`src/rtl/pefp_pkg.sv`:
```
`timescale 1ns / 1ps
`default_nettype none
// ----------------------------------------------------------------------------
// Echo frame parser package
// Shared types and constants for the power echo frame parser.
// ----------------------------------------------------------------------------
package pefp_pkg;

  localparam int unsigned FrameLengthDefault = 39;

  // Payload offset counter width; covers frame lengths up to 64.
  localparam int unsigned IdxW   = 6;
  localparam int unsigned IdW    = 5;
  localparam int unsigned ValueW = 16;

  localparam logic [7:0] SyncChar = 8'h50;
  localparam logic [7:0] SyncLast = 8'd11;

  localparam logic [IdxW-1:0] OfsSwitchFirst = IdxW'(3);
  localparam logic [IdxW-1:0] OfsSwitchLast  = IdxW'(9);
  localparam logic [IdxW-1:0] OfsWordFirst   = IdxW'(10);
  localparam logic [IdxW-1:0] OfsWordLast    = IdxW'(37);
  localparam logic [IdxW-1:0] OfsConnected   = IdxW'(38);

  localparam logic [IdW-1:0] IdConnected = IdW'(18);

  typedef enum logic [2:0] {
    SYNC_P0,
    SYNC_P1,
    SYNC_P2,
    SYNC_END,
    PAYLOAD
  } sync_stage_e;

endpackage : pefp_pkg
`default_nettype wire

```
`src/rtl/pefp_in_if.sv`:
```
`timescale 1ns / 1ps
`default_nettype none
// ----------------------------------------------------------------------------
// Echo frame parser input channel
// Valid/ready channel carrying one received byte or a timeout event.
// ----------------------------------------------------------------------------
interface pefp_in_if;
  logic       valid;
  logic       ready;
  logic       action;
  logic [7:0] data_byte;

  modport source (output valid, output action, output data_byte, input ready);
  modport sink   (input valid, input action, input data_byte, output ready);
endinterface : pefp_in_if
`default_nettype wire

```
`src/rtl/pefp_out_if.sv`:
```
`timescale 1ns / 1ps
`default_nettype none
// ----------------------------------------------------------------------------
// Echo frame parser output channel
// Valid/ready channel carrying one parsed field of an echo frame.
// ----------------------------------------------------------------------------
interface pefp_out_if;
  import pefp_pkg::*;
  logic              valid;
  logic              ready;
  logic [IdW-1:0]    field_id;
  logic [ValueW-1:0] field_value;
  logic              frame_end;

  modport source (output valid, output field_id, output field_value, output frame_end,
                  input ready);
  modport sink   (input valid, input field_id, input field_value, input frame_end,
                  output ready);
endinterface : pefp_out_if
`default_nettype wire

```
`src/rtl/power_echo_frame_parser_unit.sv`:
```
`timescale 1ns / 1ps
`default_nettype none
// ----------------------------------------------------------------------------
// Power echo frame parser
// Parses echo frames ('P','P','P',11 then a fixed payload) from a byte stream.
// ----------------------------------------------------------------------------
// Usage:
//   in_i carries one word per received byte (action = 0) or per read timeout
//   (action = 1). out_o carries the parsed fields: four switch states, fourteen
//   big-endian housekeeping words and the connected flag, which has frame_end
//   set. Sync bytes and high halves of words produce no output word.
//   A word is registered on entry, then handled in one pass that updates the
//   sync and payload state and loads the result register that drives out_o.
//   One word is accepted per cycle as long as the result register is empty
//   or being drained. When the receiver stalls, the result register holds,
//   the entry register fills behind it and then in_i.ready drops; nothing is
//   lost or dropped. Reset clears both registers' valid flags and returns
//   the parser to waiting for the first sync byte.
// ----------------------------------------------------------------------------
module power_echo_frame_parser_unit
  import pefp_pkg::*;
#(
  parameter int unsigned FRAME_LENGTH = FrameLengthDefault
) (
  input  wire       clk_i,
  input  wire       rst_ni,
  pefp_in_if.sink   in_i,
  pefp_out_if.source out_o
);

  localparam logic [IdxW-1:0] LastIdx = IdxW'(FRAME_LENGTH - 1);

  // Entry register.
  logic       in_valid_q;
  logic       action_q;
  logic [7:0] byte_q;

  // Parser state.
  sync_stage_e     stage_q, stage_d;
  logic [IdxW-1:0] idx_q, idx_d;
  logic [7:0]      high_q, high_d;

  // Result register.
  logic              out_valid_q, out_valid_d;
  logic [IdW-1:0]    id_q, id_d;
  logic [ValueW-1:0] value_q, value_d;
  logic              end_q, end_d;

  logic            advance;
  logic [7:0]      b;
  logic [7:0]      want;
  logic [IdxW-1:0] idx_rel;

  assign advance    = !out_valid_q || out_o.ready;
  assign in_i.ready = !in_valid_q || advance;

  assign b       = action_q ? 8'd0 : byte_q;
  assign want    = (stage_q == SYNC_END) ? SyncLast : SyncChar;
  // Switch and word ids both follow (offset - 3) / 2.
  assign idx_rel = idx_q - OfsSwitchFirst;

  always_comb begin
    stage_d     = stage_q;
    idx_d       = idx_q;
    high_d      = high_q;
    out_valid_d = 1'b0;
    id_d        = '0;
    value_d     = '0;
    end_d       = 1'b0;

    if (stage_q != PAYLOAD) begin
      if (action_q) begin
        stage_d = SYNC_P0;
      end else if (b == want) begin
        stage_d = sync_stage_e'(stage_q + 3'd1);
        idx_d   = '0;
      end
    end else begin
      if (idx_q >= OfsSwitchFirst && idx_q <= OfsSwitchLast && idx_q[0]) begin
        out_valid_d = 1'b1;
        id_d        = IdW'(idx_rel >> 1);
        value_d     = {8'd0, b};
      end else if (idx_q >= OfsWordFirst && idx_q <= OfsWordLast) begin
        if (!idx_q[0]) begin
          high_d = b;
        end else begin
          out_valid_d = 1'b1;
          id_d        = IdW'(idx_rel >> 1);
          value_d     = {high_q, b};
        end
      end else if (idx_q == OfsConnected) begin
        out_valid_d = 1'b1;
        id_d        = IdConnected;
        value_d     = {15'd0, (b != 8'd0)};
        end_d       = 1'b1;
      end

      if (idx_q >= LastIdx) begin
        stage_d = SYNC_P0;
        idx_d   = '0;
      end else begin
        idx_d = idx_q + IdxW'(1);
      end
    end
  end

  always_ff @(posedge clk_i or negedge rst_ni) begin
    if (!rst_ni) begin
      in_valid_q  <= 1'b0;
      out_valid_q <= 1'b0;
      stage_q     <= SYNC_P0;
      idx_q       <= '0;
      high_q      <= '0;
    end else begin
      if (in_i.ready) begin
        in_valid_q <= in_i.valid;
      end
      if (advance) begin
        out_valid_q <= in_valid_q && out_valid_d;
        if (in_valid_q) begin
          stage_q <= stage_d;
          idx_q   <= idx_d;
          high_q  <= high_d;
        end
      end
    end
  end

  always_ff @(posedge clk_i) begin
    if (in_i.ready && in_i.valid) begin
      action_q <= in_i.action;
      byte_q   <= in_i.data_byte;
    end
    if (advance && in_valid_q && out_valid_d) begin
      id_q    <= id_d;
      value_q <= value_d;
      end_q   <= end_d;
    end
  end

  assign out_o.valid       = out_valid_q;
  assign out_o.field_id    = id_q;
  assign out_o.field_value = value_q;
  assign out_o.frame_end   = end_q;

  // The frame end mark only ever rides on the connected flag.
  assert property (@(posedge clk_i) disable iff (!rst_ni)
    out_valid_q && end_q |-> id_q == IdConnected)
    else $error("frame_end on a field other than connected");

  // The payload offset is parked at zero whenever the parser is in sync.
  assert property (@(posedge clk_i) disable iff (!rst_ni)
    stage_q != PAYLOAD |-> idx_q == '0)
    else $error("payload offset nonzero during sync");

  // A new entry word is never taken while the held one cannot move on.
  assert property (@(posedge clk_i) disable iff (!rst_ni)
    in_valid_q && !advance |-> !in_i.ready)
    else $error("entry register overwritten while stalled");

endmodule : power_echo_frame_parser_unit
`default_nettype wire

```
`src/flat_wrapper.sv`:
```
// flat-port wrapper written by rule: the top's interface ports become plain ports
module power_echo_frame_parser_unit_flat import pefp_pkg::*;
#(
  parameter int unsigned FRAME_LENGTH = FrameLengthDefault
)
  (clk_i, rst_ni, in_i_valid, in_i_action, in_i_data_byte, in_i_ready, out_o_valid, out_o_field_id, out_o_field_value, out_o_frame_end, out_o_ready);
  pefp_in_if in_i_i ();
  pefp_out_if out_o_i ();
  input  wire clk_i;
  input  wire rst_ni;
  input wire logic [$bits(in_i_i.valid)-1:0] in_i_valid;
  input wire logic [$bits(in_i_i.action)-1:0] in_i_action;
  input wire logic [$bits(in_i_i.data_byte)-1:0] in_i_data_byte;
  output wire logic [$bits(in_i_i.ready)-1:0] in_i_ready;
  output wire logic [$bits(out_o_i.valid)-1:0] out_o_valid;
  output wire logic [$bits(out_o_i.field_id)-1:0] out_o_field_id;
  output wire logic [$bits(out_o_i.field_value)-1:0] out_o_field_value;
  output wire logic [$bits(out_o_i.frame_end)-1:0] out_o_frame_end;
  input wire logic [$bits(out_o_i.ready)-1:0] out_o_ready;
  assign in_i_i.valid = in_i_valid;
  assign in_i_i.action = in_i_action;
  assign in_i_i.data_byte = in_i_data_byte;
  assign in_i_ready = in_i_i.ready;
  assign out_o_valid = out_o_i.valid;
  assign out_o_field_id = out_o_i.field_id;
  assign out_o_field_value = out_o_i.field_value;
  assign out_o_frame_end = out_o_i.frame_end;
  assign out_o_i.ready = out_o_ready;
  power_echo_frame_parser_unit #(.FRAME_LENGTH(FRAME_LENGTH)) u_core (.clk_i(clk_i), .rst_ni(rst_ni), .in_i(in_i_i), .out_o(out_o_i));
endmodule
```
`config.mk`:
```
export PLATFORM = sky130hd
export DESIGN_NAME = power_echo_frame_parser_unit_flat
export DESIGN_NICKNAME = d
export VERILOG_FILES = /design/src/rtl/pefp_pkg.sv /design/src/rtl/pefp_in_if.sv /design/src/rtl/pefp_out_if.sv /design/src/rtl/power_echo_frame_parser_unit.sv /design/src/flat_wrapper.sv
export SDC_FILE = /design/constraint.sdc
export NUM_CORES = 1
export LEC_CHECK = 0
export ABC_AREA = 1
export BUFFER_PORTS_ARGS = -buffer_cell sky130_fd_sc_hd__buf_2
export CAP_MARGIN = 20
export CORE_UTILIZATION = 45
export DETAILED_ROUTE_END_ITERATION = 8
export GPL_ROUTABILITY_DRIVEN = 0
export PLACE_DENSITY = 0.67
export RECOVER_POWER = 100
export SYNTH_ARGS = -nofsm -noshare
export SYNTH_HDL_FRONTEND = slang
export SYNTH_SLANG_ARGS = --single-unit
```
`constraint.sdc`:
```
create_clock -name clk_i -period 4.27 [get_ports clk_i]
set_input_delay 0.2135 -clock clk_i [delete_from_list [all_inputs] [get_ports clk_i]]
set_output_delay 0.2135 -clock clk_i [all_outputs]
set_load 0.02 [all_outputs]
```
Word-level counts from Yosys, hierarchy flattened
Index checks and enable logic that the tools add are counted.
{ "totals": {"mem_count": 0, "ramBits": 0, "out_inout_bits": 24, "in_bits": 13, "wordCells": 70, "latchBits": 0, "reg_bits": 50, "romBits": 0} }
{ "classes": {"n_addsub": 3, "shift": 0, "eq_ne": 7, "mux": 23, "bitwise": 3, "multipliers": 0, "reduce_logical": 18, "n_div": 0, "magnitude_cmp": 5} }
{ "ops": {"columns": ["operator", "n"], "rows": [
  ["16-bit 2-to-1 mux", 2],
  ["6-bit 2-to-1 mux", 4],
  ["5-bit 2-to-1 mux", 4],
  ["8-bit 2-to-1 mux", 2],
  ["3-bit 2-to-1 mux", 4],
  ["8-bit equality test", 1],
  ["4-bit AND reduction", 2],
  ["8-bit nonzero test", 1],
  ["1-bit logical AND", 7],
  ["7-bit 2-to-1 mux", 1],
  ["6-bit by 1-bit adder with 6-bit output, second input constant", 1],
  ["6-bit equality test, second input constant", 1],
  ["6-bit by 2-bit >= comparator with 1-bit output, second input constant", 1],
  ["6-bit by 4-bit >= comparator with 1-bit output, second input constant", 1],
  ["6-bit >= comparator, second input constant", 1],
  ["6-bit by 4-bit less-or-equal comparator with 1-bit output, second input constant", 1],
  ["6-bit less-or-equal comparator, second input constant", 1],
  ["1-bit 2-to-1 mux", 6],
  ["6-bit AND reduction", 1],
  ["6-bit by 2-bit subtractor with 6-bit output, second input constant", 1],
  ["2-bit != test, second input constant", 2],
  ["3-bit by 1-bit adder with 3-bit output, second input constant", 1],
  ["3-bit by 2-bit equality test with 1-bit output, second input constant", 1],
  ["3-bit by 2-bit != test with 1-bit output, second input constant", 1],
  ["other kinds (7)", 11]
]} }

Logic depth before layout (Yosys ltp)
Gate-level depths: netlist of the first run.
{ "depth": {"word_depth": 6, "depth_mapped": 13, "depth_no_buf": 13} }

Least setup slack after synthesis of the first run
OpenSTA, ideal clock, no wires.
{ "synth_timing": {"path_type": "reg2reg", "start": "register u_core.idx_q[0]", "end": "register u_core.id_q[0], in the netlist u_core.out_o.field_id[0], enable pin", "setup_ns": 0.377, "arrival_ns": 1.772, "path_buffers": 1, "synth_period_minus_slack_ns": 2.149, "required_time_ns": 3.893, "stages_incl_launch_ff": 13, "setup_slack_ns": 2.121, "path_cell_list": "dfrtp_1 > buf_2 > inv_1 > ha_1 > inv_1 > nand2_1 > nand2_1 > nand2_1 > nand2_2 > nand2_1 > nand3_1 > nand2_1 > inv_1"} }
{ "synth_between": {"elab_chain_cells": 6, "elab_cells_between_ends": 14, "cone_classes": "order compare: 4; eq/ne: 1; mux: 5; reduce/logical: 4"} }
{ "synth_lines": {"columns": ["item", "line", "rtl"], "rows": [
  ["start: declaration", "power_echo_frame_parser_unit.sv:40", "logic [IdxW-1:0] idx_q, idx_d;"],
  ["start signal: assignment", "power_echo_frame_parser_unit.sv:122", "idx_q <= idx_d;"],
  ["6-bit by 4-bit >= comparator with 1-bit output (tied with other cells)", "power_echo_frame_parser_unit.sv:83", "end else if (idx_q >= OfsWordFirst && idx_q <= OfsWordLast) begin"],
  ["1-bit logical AND (tied with other cells)", "power_echo_frame_parser_unit.sv:83", null],
  ["1-bit 2-to-1 mux or 1-bit logical AND (tied branches)", "power_echo_frame_parser_unit.sv:83, power_echo_frame_parser_unit.sv:79", null],
  ["1-bit 2-to-1 mux (*)", "power_echo_frame_parser_unit.sv:79", "if (idx_q >= OfsSwitchFirst && idx_q <= OfsSwitchLast && idx_q[0]) begin"],
  ["1-bit 2-to-1 mux (*)", "power_echo_frame_parser_unit.sv:71", "if (stage_q != PAYLOAD) begin"],
  ["1-bit logical AND (*)", "power_echo_frame_parser_unit.sv:134", "if (advance && in_valid_q && out_valid_d) begin"],
  ["end signal: assignment", "power_echo_frame_parser_unit.sv:135", "id_q <= id_d;"],
  ["end: declaration", "power_echo_frame_parser_unit.sv:45", "logic [IdW-1:0] id_q, id_d;"]
]} }
Mark *: on every way between the ends. The rest lies on a longest branch, timed or not.
A chain may end at the register's enable or synchronous reset.

Worst setup path after layout of the first run
{ "layout_timing": {"start": "register u_core.idx_q[0]", "end": "register u_core.end_q, in the netlist u_core.out_o.frame_end, enable pin"} }
{ "layout_between": {"elab_chain_cells": 6, "elab_cells_between_ends": 14, "cone_classes": "order compare: 4; eq/ne: 1; mux: 5; reduce/logical: 4"} }
{ "layout_lines": {"columns": ["item", "line", "rtl"], "rows": [
  ["6-bit by 4-bit >= comparator with 1-bit output (tied with other cells)", "power_echo_frame_parser_unit.sv:83", null],
  ["1-bit logical AND (tied with other cells)", "power_echo_frame_parser_unit.sv:83", null],
  ["1-bit 2-to-1 mux or 1-bit logical AND (tied branches)", "power_echo_frame_parser_unit.sv:83, power_echo_frame_parser_unit.sv:79", null],
  ["1-bit 2-to-1 mux (*)", "power_echo_frame_parser_unit.sv:79", null],
  ["1-bit 2-to-1 mux (*)", "power_echo_frame_parser_unit.sv:71", null],
  ["1-bit logical AND (*)", "power_echo_frame_parser_unit.sv:134", null],
  ["end signal: assignment", "power_echo_frame_parser_unit.sv:137", "end_q <= end_d;"],
  ["end: declaration", "power_echo_frame_parser_unit.sv:47", "logic end_q, end_d;"]
]} }
Marked as above.

==> metrics.yaml, run 1 <==
critical-path-slowest-cell: "sky130_fd_sc_hd__inv_1"
global_route.overflow_total: 0
grtUsageTotal: 0.1656
final_layout_size_suffix_gt1_frac: 0.07440
timing.clock.skew_ns: 0.009329
antenna_found_initial: 0
finalSetupViolations: 0
maximum_number_of_pins_on_one_net_before_global_route_repair: 23
critical_path.max_fanout: 22
ratio_of_routed_vias_to_standard_cells: 4.642
dr.pass1.iters: 4
cts_num_sinks: 50
sequentialPowerShare: 0.552
post_detailed_route_drc_marker_count: 0
outcome: "finished, final reports clean"
cp_data_required_time_ns: 4.20
number_of_port_buffers: 36
setup_tns_ns: 0
comb_power_share: 0.106
worstSetupStartpointType: "register"
die_area_um2: 6009
post_synth_inst_count: 294
delay_of_the_slowest_critical_path_stage_ns: 0.61
netlist-cell-type-count: 23
start_util: 0.4660
initialDrtViolationCount: 102
final_period_minus_worst_setup_slack_ns: 2.517
holdCritPathClass: "input pin to register"
relSlewSlack: 0.2281
design.core.area_um2: 5507
cp_data_arrival_time_ns: 2.45
power_per_cell_area_nw_per_um2: 346.7
count_of_antenna_diodes_in_the_layout: 0
first_global_vias: 1802
max_cap_viol_count: 0
die_width_um: 77.52
insertion_delay_ns: 0.30
synth.yosys.warnings: 0
num_vias: 1894
grt_setup_unrepaired: "no"
syn-num-nets: 314
timing_max_transition_violations_final: 0
cts_made_buffers: 5
worstSetupEndpointType: "register"
yosys_register_bits: 50
worstSetupPathType: "register to register"
row_count: 27
cellLeakagePower_uw: 0.001346
dpl-instance-area_um2: 2821
multiInputGateArea_um2: 898.4
grt_pass1_wl_um: 7824
cts_max_path_buffers: 2
cts_tree: "done"
fin_worst_hold_slack_ns: 0.08418
synth_sequential_area_ratio: 0.5480
critPathMostFrequentCell: "sky130_fd_sc_hd__nand2_1"
finalNetCount: 355
area_growth_syn_to_layout_pct: 11.21
num-fill-cells: 551
power_switching_share: 0.2479
total_number_of_h_tree_levels: 2
cell_area_synth_um2: 2566
synthesis.area_per_instance_um2: 8.729
path_clk_slew_ns: 0.09
wire_per_inst_um: 10.97
cell_internal_pwr_uw: 744.3
die_h_um: 77.52
postLayoutCellArea_um2: 2854
cts.repair_timing.setup_buffer_count: 0
finalCritPeriodShare: 0.5896
hold_viol: 0
drtAntennaViolNets: 0
floorplan.io_pins: 37
detailedPlacementHpwl_um: 3355
vdd.ir_drop.worst_mv: 0.1703
root_buffer: "sky130_fd_sc_hd__clkbuf_8"
share_clk_of_total_power: 0.342
reg_area_um2: 1406
tightestPinTransition_ns: 1.149
switching_power_uw: 245.3
critical_path.cell_chain: "inv_1 > ha_1 > inv_1 > nand2_1 > nand2_1 > nand2_1 > nand2_1 > nand2_1 > nand3_1 > nand2_1 > inv_1"
drt_wl_total_um: 4474
achievable-frequency_ghz: 0.3972
-- power by group through the flow --
stage | Combinational, uW | Sequential [uW] | Clock [uW]
2_1_floorplan | 85.4 | 551 | 0
4_1_cts | 112 | 547 | 348
6_report | 105 | 546 | 339
3_3_place_gp | 108 | 557 | 0
3_5_place_dp | 111 | 558 | 0
5_1_grt | 127 | 550 | 362
-- flip-flops by register name, indices dropped and copies added, names as in the netlist --
signal                    flops
u_core.action_q               1
u_core.byte_q                 8
u_core.high_q                 8
u_core.idx_q                  6
u_core.in_valid_q             1
u_core.out_o.field_id         5
u_core.out_o.field_value     16
u_core.out_o.frame_end        1
u_core.out_o.valid            1
u_core.stage_q                3
-- cell usage after synthesis --
library cell	instances	area, um^2
sky130_fd_sc_hd__a21oi_1	1	5.000
sky130_fd_sc_hd__buf_2	3	15.01
sky130_fd_sc_hd__dfrtp_1	19	475.5
sky130_fd_sc_hd__edfxtp_1	31	930.9
sky130_fd_sc_hd__ha_1	7	87.58
sky130_fd_sc_hd__inv_1	46	172.7
sky130_fd_sc_hd__inv_2	3	11.26
sky130_fd_sc_hd__nand2_1	84	315.3
sky130_fd_sc_hd__nand2_2	3	18.77
sky130_fd_sc_hd__nand2_4	3	33.78
sky130_fd_sc_hd__nand3_1	32	160.2
sky130_fd_sc_hd__nand3_4	2	35.03
sky130_fd_sc_hd__nand3b_1	1	7.510
sky130_fd_sc_hd__nand4_1	1	6.260
sky130_fd_sc_hd__nand4_4	1	21.27
sky130_fd_sc_hd__nor2_1	41	153.9
sky130_fd_sc_hd__nor2_2	2	12.51
sky130_fd_sc_hd__nor2_4	1	11.26
sky130_fd_sc_hd__nor3_1	3	15.01
sky130_fd_sc_hd__nor3_2	1	10.01
sky130_fd_sc_hd__o21ai_0	3	15.01
sky130_fd_sc_hd__xnor2_1	3	26.28
sky130_fd_sc_hd__xor2_1	3	26.28
-- stage by stage --
stage / util / std cells / setup slack [ns] / total power, uW
2_1_floorplan: - / 294 / 2.121 / 636.5
3_3_place_gp: 0.5124 / 399 / 1.846 / 665.3
3_5_place_dp: 0.5124 / 399 / 1.761 / 668.3
4_1_cts: 0.5353 / 408 / 1.745 / 1007
5_1_grt: 0.5183 / 408 / 1.484 / 1039
6_report: 0.5183 / 408 / 1.753 / 989.6
-- repair_timing --
item,in CTS,in global routing
endpoints found under the hold margin,19,0
gates resized for setup,0,0
hold buffers,1,0
-- metal layers --
metal,global-route usage,wire [um],vias to the layer above
met2,0.2814,2100,36
met3,0.04000,146,2
met5,0,0,-
met4,0.05094,27,0
li1,-,-,998
met1,0.2077,2200,858
-- worst max-delay path: cells and delay by family (launching register included) --
kind          cells  cell delay, ns
simple gates      7            0.62
buf+inv           3            0.78
flops             1            0.53
fa+ha+maj         1            0.21
-- placed cells by master (no fill, tap or decap), types with 2 or more instances in the layout --
master                     instances
sky130_fd_sc_hd__nand2_1          90
sky130_fd_sc_hd__inv_1            47
sky130_fd_sc_hd__nor2_1           41
sky130_fd_sc_hd__nand3_1          33
sky130_fd_sc_hd__edfxtp_1         31
sky130_fd_sc_hd__clkbuf_1         25
sky130_fd_sc_hd__dfrtp_1          19
sky130_fd_sc_hd__buf_2            11
sky130_fd_sc_hd__ha_1              7
sky130_fd_sc_hd__clkbuf_8          5
sky130_fd_sc_hd__nor3_1            4
sky130_fd_sc_hd__o21ai_0           3
sky130_fd_sc_hd__xor2_1            3
sky130_fd_sc_hd__xnor2_1           3
sky130_fd_sc_hd__nor2_2            2
sky130_fd_sc_hd__inv_2             2
sky130_fd_sc_hd__nand4_1           2
sky130_fd_sc_hd__inv_6             2
-- layout make-up --
| cell class | count | area share |
|---|---|---|
| Inverter | 49 | 0.06445 |
| Clock inverter | 3 | 0.01666 |
| Multi-Input combinational cell | 192 | 0.3148 |
| Sequential cell | 50 | 0.4928 |
| Clock buffer | 5 | 0.02411 |
| Tap cell | 72 | 0.03157 |
| Timing Repair Buffer | 37 | 0.05568 |
-- cell families (layout without fill, tap and decap cells) --
logic type | Yosys count | in the layout | share of synthesized area
compound gates | 4 | 4 | 0.007797
xor+xnor | 6 | 6 | 0.02048
fa+ha+maj | 7 | 7 | 0.03413
buf+inv | 52 | 94 | 0.07752
flops | 50 | 50 | 0.5480
simple gates | 175 | 175 | 0.3120
-- final timing paths --
kind                              startpoint                endpoint  slack, ns  depth (start not counted)
max                          u_core.idx_q[0]  u_core.out_o.frame_end       1.75                         11
min                        in_i_data_byte[0]        u_core.byte_q[0]       0.08                          1
max reg2reg                  u_core.idx_q[0]  u_core.out_o.frame_end       1.75                         11
min reg2reg                 u_core.high_q[7]        u_core.high_q[7]       0.49                          2
max in group asynchronous             rst_ni        u_core.high_q[6]       3.04                          2
min in group asynchronous             rst_ni        u_core.high_q[4]       0.60                          2
Power figures use the tool's default switching activity.
==> inputs of run 2 (changes only) <==
Settings changed: ABC_AREA 1 to 0, PLACE_DENSITY 0.67 to 0.7.
Clock period 4.27 ns to 2.2 ns, I/O delays scaled along.
==> run 2 against run 1 <==
Against the previous run:
- sequential share of layout area fell by 2.8 points
- synthesized cell count decreased by 33%
- die area fell by 1.9%
- critical path depth decreased by 4
- routed wire length increased by 2.8%
- largest cell class unchanged
==> metrics.yaml, run 2 <==
outcome: "finished, final reports clean"  # unchanged
finalCritPeriodShare: 0.9528  # was 0.5896
insertion_delay_ns: 0.30  # about the same
finalNonFillerCells: 327  # was 408
synth_top_area_share: 0.3700  # was 0.3627
reg2reg_depth: 7  # was 11
global_route.overflow_total: 0  # unchanged
cts_tree: "done"  # unchanged
first_global_vias: 1576  # was 1802
max_cap_viol_count: 0  # unchanged
root_buffer: "sky130_fd_sc_hd__clkbuf_8"  # unchanged
finalNetCount: 276  # was 355
asyncSetResetFlopFracSynth: 0.3800  # unchanged
cts_max_path_buffers: 2  # unchanged
reg2reg_from: "u_core.idx_q[0]"  # unchanged
dr.pass1.iters: 4  # unchanged
netlist-cell-type-count: 48  # was 23
floorplan.io_pins: 37  # unchanged
place_worst_setup_slack_ns: 0.09526  # was 1.761 ns
relSlewSlack: 0.3017  # was 0.2281
layout_setup_ws_ns: 0.1039  # was 1.753 ns
r2r_setup_slack_ns: 0.10  # was 1.75 ns
layout.cells.most_common: "sky130_fd_sc_hd__edfxtp_1"  # was sky130_fd_sc_hd__nand2_1
dpl-instance-area_um2: 2898  # was 2821 um^2
count_of_antenna_diodes_in_the_layout: 0  # unchanged
drt_wl_total_um: 4601  # was 4474 um
row_count: 26  # was 27
yosysMostFrequentCell: "sky130_fd_sc_hd__edfxtp_1"  # was sky130_fd_sc_hd__nand2_1
synthesis.area_per_instance_um2: 12.77  # was 8.729 um^2
post_synth_inst_count: 197  # was 294
die_h_um: 76.78  # was 77.52 um
grt_setup_unrepaired: "no"  # unchanged
cellLeakagePower_uw: 0.001165  # was 0.001346 uW
path_clk_slew_ns: 0.09  # about the same
area_growth_syn_to_layout_pct: 20.39  # was 11.21%
sequentialPowerShare: 0.434  # was 0.552
netlist.top_cell.by_area: "sky130_fd_sc_hd__edfxtp_1"  # unchanged
cp_data_arrival_time_ns: 2.10  # was 2.45 ns
wire_per_inst_um: 14.07  # was 10.97 um
timing.clock.skew_ns: 0.007634  # was 0.009329 ns
maximum_number_of_pins_on_one_net_before_global_route_repair: 23  # unchanged
syn-num-nets: 217  # was 314
comb_power_share: 0.353  # was 0.106
synth_flop_cell: "sky130_fd_sc_hd__edfxtp_1"  # unchanged
cell_area_synth_um2: 2516  # was 2566 um^2
num_vias: 1683  # was 1894
top_area_cells_in_the_synthesized_netlist: "sky130_fd_sc_hd__edfxtp_1 37%, sky130_fd_sc_hd__dfrtp_1 19%, sky130_fd_sc_hd__mux2_4 4.2%, sky130_fd_sc_hd__nor3b_2 4.0%, sky130_fd_sc_hd__ha_1 3.5%"  # was sky130_fd_sc_hd__edfxtp_1 36%, sky130_fd_sc_hd__dfrtp_1 19%, sky130_fd_sc_hd__nand2_1 12%, sky130_fd_sc_hd__inv_1 6.7%, sky130_fd_sc_hd__nand3_1 6.2%
worstSetupEndpointType: "register"  # unchanged
postLayoutCellArea_um2: 3029  # was 2854 um^2
cp-endpoint: "u_core.out_o.field_value[3]"  # was u_core.out_o.frame_end
critical_path.max_fanout: 22  # unchanged
design.core.area_um2: 5238  # was 5507 um^2
worstSetupStartpointType: "register"  # unchanged
timing_max_transition_violations_final: 0  # unchanged
detailedPlacementHpwl_um: 3329  # was 3355 um
count_of_flip_flops_with_a_built_in_enable_after_synthesis: 31  # unchanged
synth_commonest_cells: "31 x sky130_fd_sc_hd__edfxtp_1, 19 x sky130_fd_sc_hd__dfrtp_1, 11 x sky130_fd_sc_hd__and2_1, 10 x sky130_fd_sc_hd__inv_1"  # was 84 x sky130_fd_sc_hd__nand2_1, 46 x sky130_fd_sc_hd__inv_1, 41 x sky130_fd_sc_hd__nor2_1, 32 x sky130_fd_sc_hd__nand3_1, 31 x sky130_fd_sc_hd__edfxtp_1
grtUsageTotal: 0.1681  # was 0.1656
cts_num_sinks: 50  # unchanged
tightestPinTransition_ns: 1.047  # was 1.149 ns
placed_cells: 307  # was 399
start_util: 0.4804  # was 0.4660
synth.yosys.warnings: 0  # unchanged
largest_register_ffs: 16  # unchanged
finalSetupViolations: 0  # unchanged
number_of_port_buffers: 36  # unchanged
share_clk_of_total_power: 0.213  # was 0.342
switching_power_uw: 1056  # was 245.3 uW
yosys_register_bits: 50  # unchanged
layout.cells.most_common_list: "31 x sky130_fd_sc_hd__edfxtp_1, 29 x sky130_fd_sc_hd__clkbuf_1, 17 x sky130_fd_sc_hd__dfrtp_1"  # was 90 x sky130_fd_sc_hd__nand2_1, 47 x sky130_fd_sc_hd__inv_1, 41 x sky130_fd_sc_hd__nor2_1
cell_internal_pwr_uw: 1961  # was 744.3 uW
cp_data_required_time_ns: 2.20  # was 4.20 ns
worstSetupPathType: "register to register"  # unchanged
holdCritPathClass: "input pin to register"  # unchanged
hold_viol: 0  # unchanged
achievable-frequency_ghz: 0.4771  # was 0.3972 GHz
ratio_of_routed_vias_to_standard_cells: 5.147  # was 4.642
antenna_found_initial: 0  # unchanged
final_period_minus_worst_setup_slack_ns: 2.096  # was 2.517 ns
total_number_of_h_tree_levels: 2  # unchanged
reg2reg_to: "u_core.out_o.field_value[3]"  # was u_core.out_o.frame_end
drtAntennaViolNets: 0  # unchanged
power_per_cell_area_nw_per_um2: 996.0  # was 346.7 nW/um^2
initialDrtViolationCount: 58  # was 102
vdd.ir_drop.worst_mv: 0.5923  # was 0.1703 mV
die_area_um2: 5894  # was 6009 um^2
die_width_um: 76.78  # was 77.52 um
grt_pass1_wl_um: 7548  # was 7824 um
cts_made_buffers: 5  # unchanged
post_detailed_route_drc_marker_count: 0  # unchanged
num-fill-cells: 447  # was 551
power_switching_share: 0.3499  # was 0.2479
final_layout_size_suffix_gt1_frac: 0.1946  # was 0.07440
worstSetupStartpoint: "u_core.idx_q[0]"  # unchanged
synth_sequential_area_ratio: 0.5589  # was 0.5480
[run 2: worst min path at each step]
stage | from | to | slack, ns | cells past startpoint
final | out_o_ready | u_core.in_valid_q | 0.14 | 4
after global routing | out_o_ready | u_core.in_valid_q | 0.14 | 4
after CTS | in_i_valid | u_core.in_valid_q | 0.003 | 2
after detailed placement | rst_ni | u_core.out_o.valid | 0.08 | 1
after global placement | rst_ni | u_core.idx_q[3] | 0.08 | 1
after floorplan | rst_ni | u_core.high_q[0] | -0.19 | 0
[run 2: through the flow]
stage	TNS, ns	hold slack [ns]	power (uW)	utilization
after floorplan	-0.1095	-0.1856	2148	-
after global placement	0	0.07933	2408	0.5533
after detailed placement	0	0.08025	2436	0.5533
after CTS	0	0.003188	3088	0.5936
after global routing	0	0.1366	3205	0.5784
final	0	0.1361	3017	0.5784
[run 2: cells by family (layout without fill, tap and decap cells)]
| logic type | after synthesis | count (layout) | share of synthesized area |
|---|---|---|---|
| XOR/XNOR | 4 | 4 | 0.01393 |
| AND/OR/NAND/NOR | 77 | 77 | 0.2079 |
| buffers and inverters | 18 | 78 | 0.03232 |
| adder cells (fa/ha/maj) | 7 | 7 | 0.03481 |
| flip-flops | 50 | 50 | 0.5589 |
| AO/OA/AOI/OAI | 32 | 32 | 0.1024 |
| multiplexers | 9 | 9 | 0.04973 |
[run 2: power by group through the flow]
stage / registers (uW) / clock network (uW) / logic [uW]
2_1_floorplan: 1250 / 0 / 896
3_3_place_gp: 1320 / 0 / 1090
3_5_place_dp: 1320 / 0 / 1110
4_1_cts: 1300 / 652 / 1130
5_1_grt: 1340 / 702 / 1170
6_report: 1310 / 644 / 1060
[run 2: layout make-up]
cell class                 count  area (um^2)  share of cell area
clock buffer                   6        72.57             0.02396
clock inverter                 2        38.79             0.01280
inverter                      10        40.04             0.01322
multi-input combinational    129         1035              0.3416
sequential                    50         1409              0.4651
tap                           70        87.58             0.02891
timing repair buffer          60        346.6              0.1144
[run 2: critical path: stages (launching register included)]
cell,delay (ns)
sky130_fd_sc_hd__dfrtp_2,0.51
sky130_fd_sc_hd__ha_1,0.21
sky130_fd_sc_hd__nor3_1,0.06
sky130_fd_sc_hd__buf_4,0.16
sky130_fd_sc_hd__a2111oi_4,0.35
sky130_fd_sc_hd__a21oi_2,0.10
sky130_fd_sc_hd__a21oi_4,0.17
sky130_fd_sc_hd__buf_6,0.23
[run 2: timing repair]
action / CTS / global route
endpoints found under the hold margin: 28 / 1
setup buffers: 0 / 1
hold buffers: 10 / 1
endpoints found under the setup margin: 0 / 1
resized for setup: 0 / 1
[run 2: routing by layer]
metal,wire [um],GRT usage,up-vias
met4,51,0.05192,0
met1,2259,0.2245,793
met5,0,0,-
met3,182,0.04762,5
li1,-,-,845
met2,2108,0.2643,40
